<file path="src/hdl/rpsp_pkg.sv">
`timescale 1ns / 1ps
`default_nettype none

package rpsp_pkg;

  localparam int PC_W   = 32;
  localparam int ADDR_W = 32;
  localparam int AGE_W  = 32;

  // result classification
  typedef enum logic [2:0] {
    OC_REGION_MISS   = 3'd0,
    OC_TRACKER_MISS  = 3'd1,
    OC_ZERO_STRIDE   = 3'd2,
    OC_STRIDE_CHANGE = 3'd3,
    OC_PREFETCH      = 3'd4
  } outcome_e;

  // control of the shared victim compare unit
  typedef struct packed {
    logic clr;
    logic en;
    logic elem_valid;
  } vic_ctl_t;

  // saturating age increment
  function automatic logic [AGE_W-1:0] sat_inc(input logic [AGE_W-1:0] a);
    return (a == {AGE_W{1'b1}}) ? a : a + 1'b1;
  endfunction

endpackage

`default_nettype wire

</file>
<file path="src/hdl/rpsp_victim.sv">
`timescale 1ns / 1ps
`default_nettype none

module rpsp_victim #(
  parameter int IDX_W = 4
) (
  input  wire                      clk_i,
  input  wire                      rst_ni,
  input  rpsp_pkg::vic_ctl_t       ctl_i,
  input  wire [rpsp_pkg::AGE_W-1:0] age_i,
  input  wire [IDX_W-1:0]          idx_i,
  output logic [IDX_W-1:0]         victim_o
);
  import rpsp_pkg::*;

  logic             have_inv_q, have_inv_d;
  logic             have_best_q, have_best_d;
  logic [AGE_W-1:0] best_age_q, best_age_d;
  logic [IDX_W-1:0] vic_q, vic_d;

  // first invalid element wins, else the oldest, lowest index on ties
  always_comb begin
    have_inv_d  = have_inv_q;
    have_best_d = have_best_q;
    best_age_d  = best_age_q;
    vic_d       = vic_q;
    if (ctl_i.en && !have_inv_q) begin
      if (!ctl_i.elem_valid) begin
        vic_d      = idx_i;
        have_inv_d = 1'b1;
      end else if (!have_best_q || (age_i > best_age_q)) begin
        vic_d       = idx_i;
        best_age_d  = age_i;
        have_best_d = 1'b1;
      end
    end
  end

  assign victim_o = vic_d;

  always_ff @(posedge clk_i or negedge rst_ni) begin
    if (!rst_ni) begin
      have_inv_q  <= 1'b0;
      have_best_q <= 1'b0;
      best_age_q  <= '0;
      vic_q       <= '0;
    end else if (ctl_i.clr) begin
      have_inv_q  <= 1'b0;
      have_best_q <= 1'b0;
      best_age_q  <= '0;
      vic_q       <= '0;
    end else begin
      have_inv_q  <= have_inv_d;
      have_best_q <= have_best_d;
      best_age_q  <= best_age_d;
      vic_q       <= vic_d;
    end
  end

endmodule

`default_nettype wire

</file>
<file path="config.mk">
export PLATFORM = sky130hd
export DESIGN_NAME = rpsp_victim
export DESIGN_NICKNAME = d
export VERILOG_FILES = /design/src/hdl/rpsp_pkg.sv /design/src/hdl/rpsp_victim.sv
export SDC_FILE = /design/constraint.sdc
export NUM_CORES = 1
export LEC_CHECK = 0
export BUFFER_PORTS_ARGS = -buffer_cell sky130_fd_sc_hd__buf_4
export CORE_ASPECT_RATIO = 1.75
export CORE_MARGIN = 4
export CORE_UTILIZATION = 31
export DETAILED_ROUTE_END_ITERATION = 8
export SYNTH_ARGS = -nofsm -noshare
export SYNTH_HDL_FRONTEND = slang
export SYNTH_SLANG_ARGS = --single-unit
</file>
<file path="constraint.sdc">
create_clock -name clk_i -period 6.8 [get_ports clk_i]
set_input_delay 1.36 -clock clk_i [delete_from_list [all_inputs] [get_ports clk_i]]
set_output_delay 1.36 -clock clk_i [all_outputs]
set_load 0.005 [all_outputs]
</file>
* Word level (Yosys, flattened, before mapping)
Cells that the tools add are included.
W data, S select, Z words.
** Word-level totals
- Bits in registers :: 38
- Input bits :: 41
- Output and inout port bits :: 4
- Logic and storage cells :: 30
** Operators by class
- Magnitude comparators :: 1
- Eq/ne operators :: 1
- Muxes and demuxes :: 15
- Reduce and logical (&&, ||, !) cells :: 9
** Operators by type and width (count)
- $mux W32 :: 4
- $gt A32 B32 Y1 :: 1
- $mux W4 :: 4
- $mux W1 :: 7
- $reduce_bool A2 Y1 :: 3
- $reduce_and A3 Y1 :: 1
- $logic_not A1 Y1 :: 2
- $ne A2 B1 Y1 const B :: 1
- $reduce_and A2 Y1 :: 1
- $logic_and A1 B1 Y1 :: 1
- $logic_or A1 B1 Y1 :: 1

* Logic depth before layout (Yosys ltp)
- Word-level depth :: 6
- Mapped depth :: 10
- Gate-level depth less buffers :: 8

* Worst setup path before layout
Ideal clock, no wire load.
- Path type :: input port to output port
- Start point :: input port age_i[13] in the netlist's numbering
- End point :: output port victim_o[0]
- Arrival time :: 2945 ps
- Data required time :: 5440 ps
- Path slack :: 2495 ps
- Cell stages on the path :: 7
- Buffers on the path :: 0
- Cells stage by stage :: ha_1 > nand4_1 > nor4_1 > and2_4 > a311oi_1 > o211ai_1 > nand2_1
** Between the ends
- Longest elaborated chain between the ends :: 5
** RTL lines
- from (decl) :: RTL line rpsp_victim.sv:10 : input wire [rpsp_pkg::AGE_W-1:0] age_i,
- $gt A32 B32 Y1 :: RTL line rpsp_victim.sv:31 : end else if (!have_best_q || (age_i > best_age_q)) begin
- $logic_or A1 B1 Y1 :: RTL line rpsp_victim.sv:31
- $mux W4 :: RTL line rpsp_victim.sv:31
- $mux W4 :: RTL line rpsp_victim.sv:28 : if (!ctl_i.elem_valid) begin
- $mux W4 :: RTL line rpsp_victim.sv:27 : if (ctl_i.en && !have_inv_q) begin
- to (decl) :: RTL line rpsp_victim.sv:12 : output logic [IDX_W-1:0] victim_o
Every way passes these cells.

* Worst setup path after layout
- Start point :: input port age_i[13] in the netlist's numbering
- End point :: output port victim_o[1]
The elaborated chain is that of the path after synthesis.

==> metrics.cfg <==
[synth]
ys_warn_count=0
postSynthCellCount=305
synth-seq-cells=38
synth_edf_count=0
synthArstFlopShare_pct=100
synth_fp_nets=378
netlist_area_um2=2870
synth.distinct_cells=39
avgSynthCellArea_um2=9.41
ys_seq_area_share_pct=33.1
synthFlopType=dfrtp_1

[cts]
numCtsBuffers=5
cts-root-buf=clkbuf_16
clockBufferDepth=2
clk_pin_slew_worst_paths_ps=60
h-tree-depth=2
cts_hold_buf=0
cts_setup_buffers=0
tritoncts=yes
insertion_delay_ps=280
numClockSinks=38
post_cts_resized=0

[timing]
slew_headroom_pct=36.8
fin_setup_tns_ps=0
max_freq_mhz=203
finalMaxSlewViolations=0
post-route-period-util_pct=72.4
setup_viol=0
fin_worst_skew_ps=3.38
rsz0062_at_grt=no
tightest_slew_ps=942
min_period_ps=4920
finalHoldViolCount=0

[setup_path]
crit_type=input pin to output port
worstPathArrival_ps=3560
required_ps=5440
crit_fanout=8
setup.worst_path.start_class=input pin
critical-path-max-stage-delay_ps=810
worstPathCellList=buf_4, ha_1, nand4_1, nor4_1, and2_4, a311oi_1, o211ai_1, nand2_1, buf_4
cpMostUsedCell=buf_4
cp_top_family=compound AO/OA/AOI/OAI gates
end_kind=output port
crit_buf_inv=2
cpMaxStageDelayCell=a311oi_1

[min_path]
hold_path.class=register to register

[finish]
layout_common_cells=65 x nand2b_1, 45 x buf_4, 39 x inv_1
final_common_cell=nand2b_1
drive_above_1_share_pct=17.6
nets=419
diodes=0
area_delta_synth_final_pct=18.8

[placement]
gp_congestion=0.831
numPortBuffers=44
hpwlAfterDp_um=4960

[floorplan]
rows=46
die_area_um2=10900
die_w_um=80.7
coreArea_um2=9040
pin_count=45
initial_core_util_pct=31.8
dieHeight_um=135

[global_routing]
grt_pass1_vias=2356
grt_pass1_wl_um=11100
grt_overflow_total=0
grt.total_usage_pct=13.2
grt_max_degree=71
antenna_found_initial=0

[detailed_routing]
drt-total-wl_um=6490
drtAntennaViolNets=0
post_drt_wl_per_cell_um=13.9
via_count=2191
via_per_inst=4.69
drtPass1Iterations=4
drc=0
drt_iter0_markers=41

[pwr]
vdd_ir_drop_max_uv=171
power_mw=0.611
p_leak_nw=1.70
p_per_area_nw_per_um2=179

[flow_run]
cap_violations=0

[run_status]
status=finished, final reports clean

report_power, final:
group          switching [mW]  internal (mW)  leakage, nW
clock network          0.0923          0.145       0.0739
registers             0.00600          0.238        0.517
logic                  0.0669         0.0622         1.10
total                   0.165          0.445         1.70
state kept, by name, indices dropped and copies added (netlist names):
register     cells
have_best_q      1
have_inv_q       1
best_age_q      32
vic_q            4
cell families after synthesis:
group	share of synthesized area, %
AO/OA/AOI/OAI	11.3
adder cells (fa/ha/maj)	14.0
buffers and inverters	8.50
flip-flops	33.1
multiplexers	11.2
AND/OR/NAND/NOR	21.9
worst register-to-register path, cell delays in order, from the launching register on:
cell and delay (ps):
dfrtp_1 340, inv_1 50, ha_1 310, a21oi_2 140, o21ai_1 100, a221o_1 430, or2_1 340, a22oi_4 630
buf_4 440, mux2i_1 240
synth_stat cells, drive strengths merged, types with 4 or more instances:
library cell   n  area, um^2
buf            4        71.3
o211ai         4        30.0
mux2i         32         320
a21oi         19         103
a2bb2oi        4        35.0
nor3           4        20.0
nand2         15        56.3
nand2b        65         407
nand4          6        43.8
dfrtp         38         951
inv           39         146
nor2           8        30.0
ha            32         400
clkbuf         7        26.3
o21ai          5        25.0
layer usage:
| layer | vias up | GRT usage, % | wire [um] | part of all wire (%) |
|---|---|---|---|---|
| li1 | 1107 | - | - | - |
| met1 | 1041 | 14.5 | 2580 | 40 |
| met2 | 34 | 24.1 | 3510 | 54 |
| met3 | 9 | 2.93 | 258 | 4.0 |
| met4 | 0 | 4.70 | 142 | 2.2 |
| met5 | - | 0 | 0 | 0 |
stage by stage:
stage	setup slack (ps)	area [um^2]	util, %	std cells	hold WS, ps
after detailed placement	1870	3260	36.1	459	528
after CTS	1900	3410	37.7	467	547
after floorplan	2500	2870	-	305	476
final	1880	3410	37.7	467	542
after global routing	1690	3410	37.7	467	562
after global placement	1960	3260	36.1	459	525
cell type report:
cell class | count | area, um^2
clock inverter | 1 | 5.00
fill | 971 | 5630
multi-input combinational | 217 | 1670
clock buffer | 7 | 143
inverter | 39 | 146
tap | 120 | 150
timing repair buffer | 45 | 338
sequential | 38 | 951
final timing paths:
check                                            from  slack (ps)                          to  cells past startpoint
hold reg to reg            best_age_q[18]$_DFFE_PN0P_         540  best_age_q[18]$_DFFE_PN0P_                      2
setup / recovery                            age_i[13]        1880                 victim_o[1]                      9
setup reg to reg           best_age_q[23]$_DFFE_PN0P_        3700  best_age_q[15]$_DFFE_PN0P_                      9
min in group asynchronous                      rst_ni        1050  best_age_q[22]$_DFFE_PN0P_                      1
hold / removal             best_age_q[18]$_DFFE_PN0P_         540  best_age_q[18]$_DFFE_PN0P_                      2
max in group asynchronous                      rst_ni        5380  best_age_q[30]$_DFFE_PN0P_                      1
(Power assumes the default switching activity.)
